File: src/sws_pkg.sv
// ----------------------------------------------------------------------------
// sws_pkg
// Shared types and constants for the LIFO stack with search: item structs,
// operation and status codes, and the controller/datapath command bundles.
// ----------------------------------------------------------------------------
package sws_pkg;

  // Default number of stack entries
  localparam int SWS_DEPTH = 16;

  // Word width of a stack entry
  localparam int WORD_W = 32;

  // Operation codes carried in the func field
  typedef enum logic [1:0] {
    OP_PUSH   = 2'd0,
    OP_POP    = 2'd1,
    OP_SEARCH = 2'd2,
    OP_NONE   = 2'd3
  } op_t;

  // Result status codes
  typedef enum logic [1:0] {
    ST_OK    = 2'd0,
    ST_EMPTY = 2'd1,
    ST_FULL  = 2'd2,
    ST_MISS  = 2'd3
  } status_t;

  // One input item
  typedef struct packed {
    logic [1:0]               func;
    logic signed [WORD_W-1:0] value;
  } in_item_t;

  // One result item
  typedef struct packed {
    logic [1:0]               status;
    logic signed [WORD_W-1:0] popped_value;
    logic [4:0]               position;
    logic [4:0]               entry_count;
  } out_item_t;

  // Commands from the controller to the datapath
  typedef struct packed {
    logic    capture;     // latch the accepted input item
    logic    push;        // write the top slot, count up
    logic    pop;         // count down, read the old top
    logic    scan_start;  // read the top entry, position 1
    logic    scan_step;   // read the next entry down, position up
    logic    res_we;      // record the result status
    status_t res_status;
    logic    take_pop;    // result carries the word read from the store
    logic    keep_pos;    // result carries the scan position
    logic    load_out;    // move the result into the output register
  } cmd_t;

  // Status from the datapath to the controller
  typedef struct packed {
    op_t  op;     // operation of the held item
    logic empty;  // no entries held
    logic full;   // every entry held
    logic match;  // word read from the store equals the search word
    logic last;   // scan has reached the bottom entry
  } stat_t;

endpackage : sws_pkg

File: src/sws_ram.sv
// ----------------------------------------------------------------------------
// sws_ram
// Generic single-write, single-read memory with registered read data.
// ----------------------------------------------------------------------------
module sws_ram #(
  parameter int WIDTH = 32,
  parameter int DEPTH = 16,
  localparam int AW   = (DEPTH > 1) ? $clog2(DEPTH) : 1
) (
  input  logic             clk,
  input  logic             we,
  input  logic [AW-1:0]    waddr,
  input  logic [WIDTH-1:0] wdata,
  input  logic [AW-1:0]    raddr,
  output logic [WIDTH-1:0] rdata
);

  logic [WIDTH-1:0] mem [DEPTH];
  logic [WIDTH-1:0] rdata_r;

  // Write port
  always_ff @(posedge clk) begin
    if (we) begin
      mem[waddr] <= wdata;
    end
  end

  // Registered read port
  always_ff @(posedge clk) begin
    rdata_r <= mem[raddr];
  end

  assign rdata = rdata_r;

endmodule : sws_ram

File: src/sws_ctrl.sv
// ----------------------------------------------------------------------------
// sws_ctrl
// Controller for the stack: takes one item at a time, sequences the store
// accesses for push, pop and search, and hands the result to the output.
// ----------------------------------------------------------------------------
module sws_ctrl (
  input  logic          clk,
  input  logic          rst_n,
  input  logic          in_valid,
  output logic          in_stall,
  output logic          out_valid,
  input  logic          out_stall,
  output sws_pkg::cmd_t cmd,
  input  sws_pkg::stat_t stat
);
  import sws_pkg::*;

  typedef enum logic [2:0] {
    S_IDLE,
    S_DECODE,
    S_READ,
    S_SCAN,
    S_LOAD
  } state_t;

  state_t state_r, state_nxt;
  logic   out_valid_r, out_valid_nxt;

  // Next state and commands
  always_comb begin
    cmd           = '0;
    state_nxt     = state_r;
    out_valid_nxt = out_valid_r && out_stall;
    unique case (state_r)
      S_IDLE: begin
        if (in_valid) begin
          cmd.capture = 1'b1;
          state_nxt   = S_DECODE;
        end
      end
      S_DECODE: begin
        cmd.res_we     = 1'b1;
        cmd.res_status = ST_OK;
        state_nxt      = S_LOAD;
        unique case (stat.op)
          OP_PUSH: begin
            if (stat.full) begin
              cmd.res_status = ST_FULL;
            end else begin
              cmd.push = 1'b1;
            end
          end
          OP_POP: begin
            if (stat.empty) begin
              cmd.res_status = ST_EMPTY;
            end else begin
              cmd.pop    = 1'b1;
              cmd.res_we = 1'b0;
              state_nxt  = S_READ;
            end
          end
          OP_SEARCH: begin
            if (stat.empty) begin
              cmd.res_status = ST_EMPTY;
            end else begin
              cmd.scan_start = 1'b1;
              cmd.res_we     = 1'b0;
              state_nxt      = S_SCAN;
            end
          end
          default: begin
            // unused code: no operation, plain ok result
          end
        endcase
      end
      S_READ: begin
        cmd.res_we     = 1'b1;
        cmd.res_status = ST_OK;
        cmd.take_pop   = 1'b1;
        state_nxt      = S_LOAD;
      end
      S_SCAN: begin
        if (stat.match) begin
          cmd.res_we     = 1'b1;
          cmd.res_status = ST_OK;
          cmd.keep_pos   = 1'b1;
          state_nxt      = S_LOAD;
        end else if (stat.last) begin
          cmd.res_we     = 1'b1;
          cmd.res_status = ST_MISS;
          state_nxt      = S_LOAD;
        end else begin
          cmd.scan_step = 1'b1;
        end
      end
      S_LOAD: begin
        if (!out_valid_r || !out_stall) begin
          cmd.load_out  = 1'b1;
          out_valid_nxt = 1'b1;
          state_nxt     = S_IDLE;
        end
      end
      default: begin
        state_nxt = S_IDLE;
      end
    endcase
  end

  // State and registered outputs
  always_ff @(posedge clk) begin
    if (!rst_n) begin
      state_r     <= S_IDLE;
      out_valid_r <= 1'b0;
    end else begin
      state_r     <= state_nxt;
      out_valid_r <= out_valid_nxt;
    end
  end

  assign in_stall  = (state_r != S_IDLE);
  assign out_valid = out_valid_r;

  // A new result never overwrites one still waiting downstream
  a_no_overwrite: assert property (@(posedge clk) disable iff (!rst_n)
    cmd.load_out |-> (!out_valid_r || !out_stall))
    else $error("result loaded over an untaken result");

  // After a transfer in, the next item waits until this one is done
  a_one_at_a_time: assert property (@(posedge clk) disable iff (!rst_n)
    (in_valid && !in_stall) |=> in_stall)
    else $error("second item taken while one is in progress");

  // Only one store access is commanded at a time
  a_one_access: assert property (@(posedge clk) disable iff (!rst_n)
    $onehot0({cmd.push, cmd.pop, cmd.scan_start, cmd.scan_step}))
    else $error("conflicting store commands");

endmodule : sws_ctrl

File: src/sws_dp.sv
// ----------------------------------------------------------------------------
// sws_dp
// Datapath for the stack: entry count, scan pointer and position counters,
// the word store, result registers and the output register.
// ----------------------------------------------------------------------------
module sws_dp #(
  parameter int DEPTH = sws_pkg::SWS_DEPTH
) (
  input  logic               clk,
  input  logic               rst_n,
  input  sws_pkg::in_item_t  in_data,
  input  sws_pkg::cmd_t      cmd,
  output sws_pkg::stat_t     stat,
  output sws_pkg::out_item_t out_data
);
  import sws_pkg::*;

  localparam int AW = (DEPTH > 1) ? $clog2(DEPTH) : 1;
  localparam int CW = $clog2(DEPTH + 1);

  logic [1:0]               op_r;
  logic signed [WORD_W-1:0] value_r;
  logic [CW-1:0]            count_r;
  logic [AW-1:0]            ptr_r;
  logic [CW-1:0]            pos_r;
  status_t                  status_r;
  logic signed [WORD_W-1:0] popped_r;
  logic [CW-1:0]            res_pos_r;
  out_item_t                out_r;

  logic [CW-1:0]     count_dec;
  logic [AW-1:0]     top_addr;
  logic [AW-1:0]     raddr;
  logic              we;
  logic [WORD_W-1:0] rdata;
  logic [CW+4:0]     count_ext;
  logic [CW+4:0]     pos_ext;

  assign count_dec = count_r - CW'(1);
  assign top_addr  = count_dec[AW-1:0];
  assign we        = cmd.push;

  // Read address: top entry for pop and scan start, next one down on a step
  always_comb begin
    raddr = ptr_r;
    if (cmd.pop || cmd.scan_start) begin
      raddr = top_addr;
    end else if (cmd.scan_step) begin
      raddr = ptr_r - AW'(1);
    end
  end

  sws_ram #(
    .WIDTH (WORD_W),
    .DEPTH (DEPTH)
  ) u_store (
    .clk   (clk),
    .we    (we),
    .waddr (count_r[AW-1:0]),
    .wdata (value_r),
    .raddr (raddr),
    .rdata (rdata)
  );

  // Entry count
  always_ff @(posedge clk) begin
    if (!rst_n) begin
      count_r <= '0;
    end else if (cmd.push) begin
      count_r <= count_r + CW'(1);
    end else if (cmd.pop) begin
      count_r <= count_dec;
    end
  end

  // Held item, scan pointer and position
  always_ff @(posedge clk) begin
    if (cmd.capture) begin
      op_r    <= in_data.func;
      value_r <= in_data.value;
    end
    if (cmd.scan_start) begin
      ptr_r <= top_addr;
      pos_r <= CW'(1);
    end else if (cmd.scan_step) begin
      ptr_r <= ptr_r - AW'(1);
      pos_r <= pos_r + CW'(1);
    end
  end

  // Result fields
  always_ff @(posedge clk) begin
    if (cmd.res_we) begin
      status_r  <= cmd.res_status;
      popped_r  <= cmd.take_pop ? $signed(rdata) : '0;
      res_pos_r <= cmd.keep_pos ? pos_r : '0;
    end
  end

  // Position and count are reported modulo 32
  assign count_ext = {5'b0, count_r};
  assign pos_ext   = {5'b0, res_pos_r};

  // Output register
  always_ff @(posedge clk) begin
    if (cmd.load_out) begin
      out_r.status       <= status_r;
      out_r.popped_value <= popped_r;
      out_r.position     <= pos_ext[4:0];
      out_r.entry_count  <= count_ext[4:0];
    end
  end

  assign out_data = out_r;

  // Status back to the controller
  assign stat.op    = op_t'(op_r);
  assign stat.empty = (count_r == '0);
  assign stat.full  = (count_r == CW'(DEPTH));
  assign stat.match = (rdata == value_r);
  assign stat.last  = (ptr_r == '0);

  // The count never runs past the store
  a_count_range: assert property (@(posedge clk) disable iff (!rst_n)
    count_r <= CW'(DEPTH))
    else $error("entry count beyond depth");

  // Push only with room, pop only with an entry
  a_push_pop_legal: assert property (@(posedge clk) disable iff (!rst_n)
    (!cmd.push || !stat.full) && (!cmd.pop || !stat.empty))
    else $error("push when full or pop when empty");

  // A scan step never goes below the bottom entry
  a_scan_bound: assert property (@(posedge clk) disable iff (!rst_n)
    cmd.scan_step |-> (ptr_r != '0))
    else $error("scan stepped past bottom");

endmodule : sws_dp

File: src/stack_with_search.sv
// Sequence: each item is captured and decoded; push, refused operations and
//   no-op then load their result, a pop first reads the old top word, and a
//   search first compares entries from the top down, one per cycle through the
//   store's single registered read port. One item at a time: the next item is
//   taken only after the result moves into the output register.
// Reset (rst_n low, synchronous) empties the stack; store words are not cleared.
// ----------------------------------------------------------------------------
// stack_with_search
// LIFO stack of signed 32-bit words with push, pop and search from the top.
// ----------------------------------------------------------------------------
module stack_with_search #(
  parameter int DEPTH = sws_pkg::SWS_DEPTH
) (
  input  logic               clk,
  input  logic               rst_n,
  input  logic               in_valid,
  output logic               in_stall,
  input  sws_pkg::in_item_t  in_data,
  output logic               out_valid,
  input  logic               out_stall,
  output sws_pkg::out_item_t out_data
);
  import sws_pkg::*;

  cmd_t  cmd;
  stat_t stat;

  // Sequencer
  sws_ctrl u_ctrl (
    .clk       (clk),
    .rst_n     (rst_n),
    .in_valid  (in_valid),
    .in_stall  (in_stall),
    .out_valid (out_valid),
    .out_stall (out_stall),
    .cmd       (cmd),
    .stat      (stat)
  );

  // Store, counters and result registers
  sws_dp #(
    .DEPTH (DEPTH)
  ) u_dp (
    .clk      (clk),
    .rst_n    (rst_n),
    .in_data  (in_data),
    .cmd      (cmd),
    .stat     (stat),
    .out_data (out_data)
  );

endmodule : stack_with_search
File: config.mk
export PLATFORM = sky130hd
export DESIGN_NAME = stack_with_search
export DESIGN_NICKNAME = d
export VERILOG_FILES = /design/src/sws_pkg.sv /design/src/sws_ram.sv /design/src/sws_ctrl.sv /design/src/sws_dp.sv /design/src/stack_with_search.sv
export SDC_FILE = /design/constraint.sdc
export NUM_CORES = 1
export LEC_CHECK = 0
export BUFFER_PORTS_ARGS = -buffer_cell sky130_fd_sc_hd__buf_2
export CELL_PAD_IN_SITES_DETAIL_PLACEMENT = 1
export CELL_PAD_IN_SITES_GLOBAL_PLACEMENT = 2
export CORE_MARGIN = 3
export CORE_UTILIZATION = 53
export DETAILED_ROUTE_END_ITERATION = 8
export PLACE_DENSITY = 0.9
export SYNTH_ARGS = -nofsm -noshare
export SYNTH_HDL_FRONTEND = slang
export SYNTH_HIERARCHICAL = 1
export SYNTH_SLANG_ARGS = --single-unit
File: constraint.sdc
create_clock -name clk -period 7.2 [get_ports clk]
set_input_delay 1.8 -clock clk [delete_from_list [all_inputs] [get_ports clk]]
set_output_delay 1.8 -clock clk [all_outputs]
set_load 0.01 [all_outputs]
Yosys cells after proc, flatten, opt, wreduce, memory -nomap -nowiden
Memory sizes are Yosys's and may differ from the RTL's. A register that Yosys moved wholly into a read port is not among the register bits.
Index checks and enable logic that the tools add are counted.
{"block": "op_classes", "add_sub_neg": 4, "n_eq_ne": 11, "n_mux": 41, "n_reduce_logical": 13}
{"operator": "== test 32 bit", "count": 1}
{"operator": "two-way mux 3 bit", "count": 9}
{"operator": "two-way mux 1 bit", "count": 22}
{"operator": "one-hot mux 3 bit (5 select lines)", "count": 1}
{"operator": "two-way mux 4 bit", "count": 3}
{"operator": "adder 5 x 1 -> 5 bit (second input constant)", "count": 2}
{"operator": "two-way mux 5 bit", "count": 2}
{"operator": "one-hot mux 3 bit (3 select lines)", "count": 1}
{"operator": "== test 3 x 2 -> 1 bit (second input constant)", "count": 2}
{"operator": "one-hot mux 3 bit (2 select lines)", "count": 1}
{"operator": "== test 5 bit (second input constant)", "count": 1}
{"operator": "zero test 5 bit", "count": 1}
{"operator": "subtractor 5 x 1 -> 5 bit (second input constant)", "count": 1}
{"operator": "zero test 4 bit", "count": 1}
{"operator": "one-hot mux 2 bit (2 select lines)", "count": 1}
{"operator": "subtractor 4 x 1 -> 4 bit (second input constant)", "count": 1}
{"operator": "== test 3 x 1 -> 1 bit (second input constant)", "count": 1}
{"operator": "== test 3 bit (second input constant)", "count": 1}
{"operator": "zero test 3 bit", "count": 1}
{"operator": "inequality test 3 bit (second input constant)", "count": 1}
{"operator": "AND reduction 3 bit", "count": 1}
{"operator": "nonzero test 3 bit", "count": 1}
{"operator": "== test 2 x 1 -> 1 bit (second input constant)", "count": 1}
{"operator": "== test 2 bit (second input constant)", "count": 1}
{"operator": "9 further kinds", "count": 11}
{"block": "totals", "regBits": 135, "ram_bits": 512, "input_bits": 38, "out_inout_bits": 46, "elab_cells": 84, "n_memories": 1}
{"name": "u_dp.u_store.mem", "words": 16, "width": 32, "read_ports": 1, "rd_clocked_by_memory_dff": 1, "wr": 1, "line_no": "sws_ram.sv:18", "text": "logic [WIDTH-1:0] mem [DEPTH];"}

Longest topological paths before layout
Gate-level depths: netlist of the first run.
{"block": "depth", "ltp_word": 6, "ltp_mapped": 14, "mapped_depth_nobuf": 11}

Hierarchy
The synthesis of the first run kept the hierarchy.
{"module": "sws_ram", "instances": 1, "cells_each": 838, "area_per_inst_um2": 19835.3, "seq_area_each_um2": 16015.4}
{"module": "sws_dp", "instances": 1, "cells_each": 283, "area_per_inst_um2": 4916.0, "seq_area_each_um2": 3793.6}
{"module": "sws_ctrl", "instances": 1, "cells_each": 50, "area_per_inst_um2": 424.2, "seq_area_each_um2": 80.1}

Least setup slack after synthesis of the first run
No wires, ideal clock.
{"block": "synth_timing", "path_kind": "reg-to-reg", "start": "reg u_dp.count_r[0]", "end": "mem u_dp.u_store.mem[0][0] (enable)", "setup_time_ps": 461, "t_arrival_ps": 4473, "required_time_ps": 6739, "path_slack_ps": 2266, "stages_incl_launch_ff": 7, "path_buffers": 0, "period_less_slack_ps": 4934, "cell_sequence": "dfxtp_1 -> inv_1 -> ha_1 -> and4bb_2 -> nor4b_1 -> or3b_2 -> nor3_1"}
{"item": "start: declaration", "line_no": "sws_dp.sv:23", "text": "logic [CW-1:0] count_r;"}
{"item": "start signal: assignment", "line_no": "sws_dp.sv:70", "text": "count_r <= count_r + CW'(1);"}
{"item": "start signal: assignment", "line_no": "sws_dp.sv:72", "text": "count_r <= count_dec;"}
{"item": "end: declaration", "line_no": "sws_ram.sv:18"}

==> flow_metrics.tcl, run 1 <==
set metrics [dict create \
    gp_congestion 0.723 \
    status "finished clean" \
    gr-total-overflow 0 \
    internal_power_mw 7.08 \
    avgSynthCellArea_sq_um 21.5 \
    synthFlopType "edfxtp_1" \
    fp-row-count 79 \
    critPathKind "flop to flop" \
    die_h_um 224 \
    grt_pass1_wl_mm 90.5 \
    cp.arrival_ns 5.80 \
    setup_viol 0 \
    r2r_slack_ns 1.94 \
    fin_crit_ns 5.26 \
    ys_ff_latch 679 \
    synthCells 1171 \
    cts-resized-gates 0 \
    synth_top_area_share_pct 75.0 \
    grt_max_degree 93 \
    design.die.area_sq_um 50200 \
    start_kind "flop" \
    tns_ns 0 \
    cts_tree "done" \
    tightestPinTransition_ns 1.13 \
    synth_cell_type_count 48 \
    cts-buffers-inserted 70 \
    clkPwrFrac_pct 39.2 \
    fin_skew_ns 0.0229 \
    drtAntennaViolNets 0 \
    hold_viol 0 \
    p_leak_nw 9.34 \
    diodes 0 \
    core_area_sq_um 46800 \
    maxSlewHeadroom_pct 24.4 \
    drt-total-wl_mm 61.6 \
    cts_htree_levels 3 \
    synth_nets 1217 \
    netlist_area_sq_um 25200 \
    cts_root_buffer "clkbuf_16" \
    power_density_nw_per_um2 323 \
    sw_frac_of_total_pct 23.9 \
    cts.clk_slew.worst_paths_ns 0.06 \
    avgViaCountPerCell 6.20 \
    layout_setup_ws_ns 1.94 \
    synth_edf_count 629 \
    nets 1349 \
    p_total_mw 9.31 \
    critPathCaptureType "flop" \
    antenna_found_initial 0 \
    p_switching_mw 2.23 \
    grt_pass1_vias 13100 \
    synth_async_sr_flop_share_pct 0 \
    rsz0062_at_grt "no" \
    critPathLaunch "u_dp/count_r[0]$_SDFFE_PN0P_" \
    critPathRequiredTime_ns 7.74 \
    synth_common_cells "629 x edfxtp_1, 128 x mux4_2, 64 x a22oi_1" \
    drt-initial-drc-count 1533 \
    ir_worst_vdd_mv 0.219 \
    ys_seq_area_share_pct 79.0 \
    drv_slew 0 \
    crit_end "u_dp/u_store/rdata[0]$_DFF_P_" \
    power_frac_seq_pct 49.7 \
    synth_area_leaders "edfxtp_1 75%, mux4_2 11%, dfxtp_1 4.0%" \
    yosysTopAreaCell "edfxtp_1" \
    fin_util_pct 61.7 \
    share_comb_of_total_power_pct 11.2 \
    wire_per_inst_um 31.4 \
    clock-sinks 679 \
    die_w_um 224 \
    cap_violations 0 \
    drt_first_pass_iters 7 \
    ys_warn_count 6 \
    clock_latency_ns 0.61 \
    drc_errors 0 \
    fmax_mhz 190 \
    r2r_end "u_dp/u_store/rdata[0]$_DFF_P_" \
    hold_buffers 0 \
    rr_worst_depth 11 \
    ios 84 \
    cp_max_fo 18 \
    rr_startpoint "u_dp/count_r[0]$_SDFFE_PN0P_" \
    drive_above_1_share_pct 27.7 \
    io_buffers 83 \
    initial_core_util_pct 53.8 \
    cts_buffer_depth 3 \
    num_vias 12200 \
    postCtsSetupBuffers 0 \
    synth.most_common_cell "edfxtp_1" \
    min_path_type "flop to flop" \
    dpl_worst_slack_ns 1.95 \
    syn_to_final_growth_pct 14.5 \
    dpl.hpwl_mm 32.2 \
    finalCritPeriodShare_pct 73.1 \
    grt_usage_pct 25.2 \
]
-- cells by family after synthesis --
family                     Yosys count  synth area share (%)
DFF                                679                  79.0
and+or+nand+nor                    162                  3.72
muxes                              136                  11.8
AOI/OAI and AO/OA                   85                  2.48
buffers and inverters               59                  1.17
xor gates and xnor gates            42                  1.46
adders and majority gates            8                 0.398
-- metrics by stage --
stage	cells	cell area, sq um	hold WS (ns)
after floorplan	1171	25200	0.400
after global placement	1838	26500	0.404
after detailed placement	1838	26500	0.406
after CTS	1964	28800	0.417
after global routing	1964	28800	0.424
final	1964	28800	0.413
-- worst max-delay path, stage by stage (launching register included) --
cell and delay (ns):
dfxtp_1 0.49, inv_1 0.19, ha_1 0.33, nor4b_1 0.74, nor4b_2 0.15, and2_1 0.35
nor2_1 0.55, mux2i_1 0.68, and2_1 0.99, buf_4 0.47, a22oi_1 0.15, nand2_1 0.12
-- registers in the layout (all words and copies together), names as in the netlist, 3 cells and up --
name / cells
u_dp/u_store/mem: 512
u_dp/out_data: 44
u_dp/popped_r: 32
u_dp/u_store/rdata: 32
u_dp/value_r: 32
u_dp/count_r: 5
u_dp/pos_r: 5
u_dp/res_pos_r: 5
u_dp/ptr_r: 4
u_ctrl/state_r: 3
-- worst min path at each step --
stage / slack, ns / cells past startpoint / end / start
4_1_cts: 0.42 / 0 / u_dp/out_data[32]$_DFFE_PP_ / u_dp/popped_r[22]$_SDFFCE_PN0P_
3_3_place_gp: 0.40 / 0 / u_dp/out_data[5]$_DFFE_PP_ / u_dp/res_pos_r[0]$_SDFFCE_PN0P_
6_report: 0.41 / 0 / u_dp/out_data[32]$_DFFE_PP_ / u_dp/popped_r[22]$_SDFFCE_PN0P_
5_1_grt: 0.42 / 0 / u_dp/out_data[8]$_DFFE_PP_ / u_dp/res_pos_r[3]$_SDFFCE_PN0P_
2_1_floorplan: 0.40 / 0 / u_dp/out_data[10]$_DFFE_PP_ / u_dp/popped_r[0]$_SDFFCE_PN0P_
3_5_place_dp: 0.41 / 0 / u_dp/out_data[42]$_DFFE_PP_ / u_dp/status_r[0]$_DFFE_PP_
-- layer usage --
metal	track usage, %	vias up	part of all wire, %
met4	8.54	0	2.8
met2	42.1	650	51
li1	-	5060	-
met3	4.74	101	8.5
met5	0	-	0
met1	34.1	6370	37
-- placed cells by master (no fill, tap or decap), types with 10 or more instances in the layout --
master / synthesis / routed
buf_2: 7 / 83
clkbuf_8: 0 / 10
nor2_4: 0 / 14
clkbuf_16: 0 / 72
clkbuf_1: 21 / 20
dfxtp_1: 50 / 50
and2_1: 41 / 41
nand2_1: 39 / 39
xor2_1: 38 / 38
buf_4: 11 / 27
edfxtp_1: 629 / 629
a22oi_1: 64 / 64
mux4_2: 128 / 128
-- power by group through the flow --
stage | clock network (mW) | logic, mW | registers (mW)
2_1_floorplan | 0 | 0.724 | 4.63
3_3_place_gp | 0 | 0.987 | 4.69
3_5_place_dp | 0 | 1.03 | 4.71
4_1_cts | 3.71 | 1.05 | 4.62
5_1_grt | 3.87 | 1.12 | 4.64
6_report | 3.65 | 1.04 | 4.63
-- area by class of cell --
class / instances / area, sq um
inverter: 7 / 26.3
timing repair buffer: 112 / 658
multi-input combinational: 433 / 5190
tap: 607 / 759
fill: 3844 / 17900
clock buffer: 102 / 2010
sequential: 679 / 19900
clock inverter: 24 / 303
Power figures use the tool's default switching activity.
==> inputs of run 2 (changes only) <==
--- a/config.mk
+++ b/config.mk
@@ -9,9 +9,9 @@
 export CELL_PAD_IN_SITES_DETAIL_PLACEMENT = 1
 export CELL_PAD_IN_SITES_GLOBAL_PLACEMENT = 2
 export CORE_MARGIN = 3
-export CORE_UTILIZATION = 53
+export CORE_UTILIZATION = 49
 export DETAILED_ROUTE_END_ITERATION = 8
-export PLACE_DENSITY = 0.9
+export PLACE_DENSITY = 0.85
 export SYNTH_ARGS = -nofsm -noshare
 export SYNTH_HDL_FRONTEND = slang
 export SYNTH_HIERARCHICAL = 1
==> constraint.sdc (replaced) <==
create_clock -name clk -period 5.2 [get_ports clk]
set_input_delay 1.3 -clock clk [delete_from_list [all_inputs] [get_ports clk]]
set_output_delay 1.3 -clock clk [all_outputs]
set_load 0.01 [all_outputs]
==> flow_metrics.tcl, run 2 (synthesis gave the netlist of run 1 again) <==
set metrics [dict create \
    final_cell_mix "629 x edfxtp_1, 128 x mux4_2, 83 x buf_2" \
    fin_crit_ns 4.54 \
    cp.buffers_inverters 2 \
    drt-initial-drc-count 1384 \
    fin_skew_ns 0.0265 \
    grt_usage_pct 22.8 \
    max_stage_delay_ns 0.70 \
    cts-resized-gates 0 \
    cp_max_fo 39 \
    cts_buffer_depth 3 \
    clock_latency_ns 0.60 \
    drv_slew 0 \
    critPathRequiredTime_ns 5.66 \
    drt_first_pass_iters 5 \
    p_total_mw 12.6 \
    use_met3_pct 3.76 \
    core_area_sq_um 50500 \
    fin_util_pct 57.3 \
    worst_path_max_delay_cell "mux2i_4" \
    fp-row-count 82 \
    largest_register_ffs 512 \
    fmax_mhz 221 \
    cts_tree "done" \
    num_vias 12200 \
    drive_above_1_share_pct 27.6 \
    p_leak_nw 9.33 \
    wire_per_inst_um 29.6 \
    ios 84 \
    die_w_um 233 \
    grt_use_met2_pct 38.7 \
    power_density_nw_per_um2 435 \
    dpl.hpwl_mm 32.7 \
    maxSlewHeadroom_pct 36.3 \
    gp_congestion 0.725 \
    grt_pass1_vias 13000 \
    busiest_layer "met2" \
    start_kind "flop" \
    avgViaCountPerCell 5.99 \
    drtAntennaViolNets 0 \
    tightestPinTransition_ns 0.953 \
    design.die.area_sq_um 54100 \
    antenna_found_initial 0 \
    cts_root_buffer "clkbuf_16" \
    gr-total-overflow 0 \
    cts_htree_levels 3 \
    syn_to_final_growth_pct 14.9 \
    finalCritPeriodShare_pct 87.2 \
    cts.clk_slew.worst_paths_ns 0.06 \
    final_common_cell "edfxtp_1" \
    crit_path_cell_trace "inv_1 > ha_1 > nor4b_1 > nor4b_2 > and2_1 > nor2_1 > mux2i_4 > buf_12 > mux4_2 > a22oi_1 > nand2_1" \
    drc_errors 0 \
    min_path_type "flop to flop" \
    crit_family "simple AND/OR/NAND/NOR gates" \
    cap_violations 0 \
    grt_max_degree 40 \
    drt-total-wl_mm 60.4 \
    io_buffers 83 \
    hold_viol 0 \
    tns_ns 0 \
    gr-usage-met1_pct 30.6 \
    hold_buffers 0 \
    die_h_um 233 \
    postCtsSetupBuffers 0 \
    status "finished clean" \
    clock-sinks 679 \
    ir_worst_vdd_mv 0.322 \
    critPathKind "flop to flop" \
    critPathCaptureType "flop" \
    rsz0062_at_grt "no" \
    cp.arrival_ns 5.00 \
    regMostFlops "u_dp/u_store/mem" \
    cts-buffers-inserted 68 \
    nets 1361 \
    grt_pass1_wl_mm 88.5 \
    setup_viol 0 \
    initial_core_util_pct 49.9 \
]
run 2: power by group:
group / switching (mW) / internal [mW]
sequential: 0.234 / 6.18
combinational: 0.820 / 0.682
clock: 1.97 / 2.69
run 2: final cells by class:
class | count | area (sq um)
Tap cell | 672 | 841
Inverter | 7 | 26.3
Multi-Input combinational cell | 433 | 5190
Sequential cell | 679 | 19900
Timing Repair Buffer | 126 | 876
Antenna cell | 1 | 2.50
Fill cell | 4335 | 21600
Clock inverter | 25 | 200
Clock buffer | 97 | 1890
run 2: stage by stage:
step	hold WS (ns)	setup slack, ns	cells	cell area [sq um]
floorplan	0.400	0.266	1171	25200
global placement	0.401	0.917	1917	26800
detailed placement	0.406	0.739	1917	26800
CTS	0.420	0.652	2039	28900
global route	0.425	0.255	2039	28900
finish	0.416	0.665	2040	28900
run 2: layer usage:
metal,share of wire (%),wire [um]
met1,39,23300
met2,51,31100
met3,7.5,4560
met4,2.5,1480
met5,0,0
run 2: worst paths after layout:
kind,from,endpoint,slack [ns],cells after the start
max reg2reg,u_dp/count_r[0]$_SDFFE_PN0P_,u_dp/u_store/rdata[9]$_DFF_P_,0.66,11
max,u_dp/count_r[0]$_SDFFE_PN0P_,u_dp/u_store/rdata[9]$_DFF_P_,0.66,11
min,u_dp/popped_r[28]$_SDFFCE_PN0P_,u_dp/out_data[38]$_DFFE_PP_,0.42,0
min reg2reg,u_dp/popped_r[28]$_SDFFCE_PN0P_,u_dp/out_data[38]$_DFFE_PP_,0.42,0
==> inputs of run 3 (changes only) <==
--- a/config.mk
+++ b/config.mk
@@ -8,6 +8,7 @@
 export BUFFER_PORTS_ARGS = -buffer_cell sky130_fd_sc_hd__buf_2
 export CELL_PAD_IN_SITES_DETAIL_PLACEMENT = 1
 export CELL_PAD_IN_SITES_GLOBAL_PLACEMENT = 2
+export CORE_ASPECT_RATIO = 1.25
 export CORE_MARGIN = 3
 export CORE_UTILIZATION = 49
 export DETAILED_ROUTE_END_ITERATION = 8
==> flow_metrics.tcl, run 3 (synthesis gave the netlist of run 1 again) <==
set metrics [dict create \
    syn_to_final_growth_pct 16.0 \
    ff_latch_area_sq_um 19900 \
    cts_buffer_depth 3 \
    drc_errors 0 \
    io_buffers 83 \
    fp-row-count 92 \
    rsz0062_at_grt "no" \
    ios 84 \
    grt_usage_pct 22.9 \
    final_common_cell "edfxtp_1" \
    crit_family "simple AND/OR/NAND/NOR gates" \
    num_vias 12200 \
    initial_core_util_pct 49.7 \
    hold_path_end "u_dp/out_data[37]$_DFFE_PP_" \
    max_stage_delay_ns 0.72 \
    drt_first_pass_iters 5 \
    cts-buffers-inserted 67 \
    drtAntennaViolNets 0 \
    critPathCaptureType "flop" \
    grt_max_degree 46 \
    design.die.area_sq_um 54200 \
    cp.arrival_ns 5.08 \
    setup_viol 0 \
    rr_worst_depth 11 \
    cts.clk_slew.worst_paths_ns 0.06 \
    multi_input_area_sq_um 5190 \
    cts_tree "done" \
    wire_per_inst_um 30.1 \
    gr-total-overflow 0 \
    worst_path_max_delay_cell "dfxtp_1" \
    diodes 0 \
    largest_register_ffs 512 \
    critPathKind "flop to flop" \
    cts_root_buffer "clkbuf_16" \
    cap_violations 0 \
    r2r_slack_ns 0.59 \
    cp.buffers_inverters 2 \
    nets 1361 \
    min_from "u_dp/popped_r[27]$_SDFFCE_PN0P_" \
    fin_crit_ns 4.61 \
    drt-total-wl_mm 61.0 \
    drive_above_1_share_pct 29.0 \
    core_area_sq_um 50600 \
    grt_pass1_vias 13300 \
    avgViaCountPerCell 6.03 \
    final_cell_mix "629 x edfxtp_1, 128 x mux4_2, 83 x buf_2" \
    fmax_mhz 217 \
    r2r_end "u_dp/u_store/rdata[6]$_DFF_P_" \
    finalCritPeriodShare_pct 88.6 \
    maxSlewHeadroom_pct 33.4 \
    hold_viol 0 \
    cp_max_fo 35 \
    status "finished clean" \
    fin_skew_ns 0.0185 \
    rr_startpoint "u_dp/count_r[0]$_SDFFE_PN0P_" \
    min_path_type "flop to flop" \
    critPathRequiredTime_ns 5.67 \
    tightestPinTransition_ns 0.996 \
    placedInstanceArea_sq_um 26800 \
    ir_worst_vdd_mv 0.258 \
    drv_slew 0 \
    p_leak_nw 9.48 \
    start_kind "flop" \
    dpl.hpwl_mm 33.3 \
    grt_pass1_wl_mm 89.8 \
    crit_path_cell_trace "inv_1 > ha_1 > nor4b_2 > nor4b_2 > and2_1 > nor2_1 > mux2_8 > buf_12 > mux4_2 > a22oi_1 > nand2_1" \
    cts_htree_levels 3 \
    antenna_found_initial 0 \
    clock-sinks 679 \
    power_density_nw_per_um2 451 \
    drt-initial-drc-count 1368 \
    clock_latency_ns 0.60 \
    tns_ns 0 \
    hold_depth 0 \
    hold_slack_ns 0.420 \
    regMostFlops "u_dp/u_store/mem" \
    fillCellCount 4299 \
    fin_area_sq_um 29200 \
    gp_congestion 0.758 \
    die_w_um 209 \
    hold_buffers 0 \
    timing.critical_path.mode_cell "nor4b_2" \
    die_h_um 259 \
]
run 3: cell types whose count changed in the layout (fill, tap and decap cells not counted), moves of 2 or more:
cell,previous run,this run
clkinv_1,10,5
clkinvlp_4,2,4
buf_12,11,9
clkbuf_1,24,11
buf_4,32,35
clkinv_2,8,11
bufinv_16,3,14
run 3: worst reg2reg max path, cell delays in order (launching register included):
cell	delay (ns)
dfxtp_1	0.72
inv_1	0.16
ha_1	0.32
nor4b_2	0.24
nor4b_2	0.38
and2_1	0.50
nor2_1	0.28
mux2_8	0.62
buf_12	0.37
mux4_2	0.55
a22oi_1	0.26
nand2_1	0.11
run 3: worst max-delay path by stage:
stage                                             from                                to  slack (ns)  depth (start not counted)
final                     u_dp/count_r[0]$_SDFFE_PN0P_     u_dp/u_store/rdata[6]$_DFF_P_        0.59                         11
after CTS                 u_dp/count_r[0]$_SDFFE_PN0P_    u_dp/u_store/rdata[24]$_DFF_P_        0.16                         11
after detailed placement  u_dp/count_r[0]$_SDFFE_PN0P_    u_dp/u_store/rdata[24]$_DFF_P_        0.24                         11
after floorplan           u_dp/count_r[0]$_SDFFE_PN0P_  u_dp/u_store/mem[0][0]$_DFFE_PP_        0.27                          6
after global routing      u_dp/count_r[0]$_SDFFE_PN0P_    u_dp/u_store/rdata[29]$_DFF_P_        0.24                         11
after global placement    u_dp/count_r[0]$_SDFFE_PN0P_    u_dp/u_store/rdata[29]$_DFF_P_        0.47                         11
run 3: final cells by class:
cell class                      instances  area share [%]
Multi-Input combinational cell        433            17.8
Sequential cell                       679            68.1
Inverter                                7          0.0900
Tap cell                              658            2.82
Timing Repair Buffer                  127            2.94
Clock inverter                         36            1.86
Clock buffer                           85            6.37
run 3: report_power, final:
group	internal, mW	leakage (nW)	total [mW]	switching (mW)
Sequential	6.18	6.12	6.40	0.227
Clock	3.23	1.17	5.25	2.02
Combinational	0.682	2.19	1.52	0.836
Total	10.1	9.48	13.2	3.08
run 3: what timing repair did:
item	CTS	global route
resized for setup	0	1
endpoints found under the hold margin	0	0
setup endpoints to repair	0	7
setup buffers	0	0
run 3: layer usage:
layer,GRT usage (%),share of wire (%)
met1,29.1,37
met2,39.9,53
met3,3.38,6.5
met4,9.16,3.4
met5,0,0
run 3: stage by stage:
| stage | power [mW] | setup WS, ns | cells | util [%] |
|---|---|---|---|---|
| global placement | 7.96 | 0.471 | 1904 | 52.9 |
| CTS | 13.3 | 0.156 | 2025 | 57.6 |
| global route | 13.6 | 0.244 | 2025 | 57.6 |
| floorplan | 7.42 | 0.266 | 1171 | - |
| detailed placement | 8.03 | 0.241 | 1904 | 52.9 |
| finish | 13.2 | 0.591 | 2025 | 57.6 |
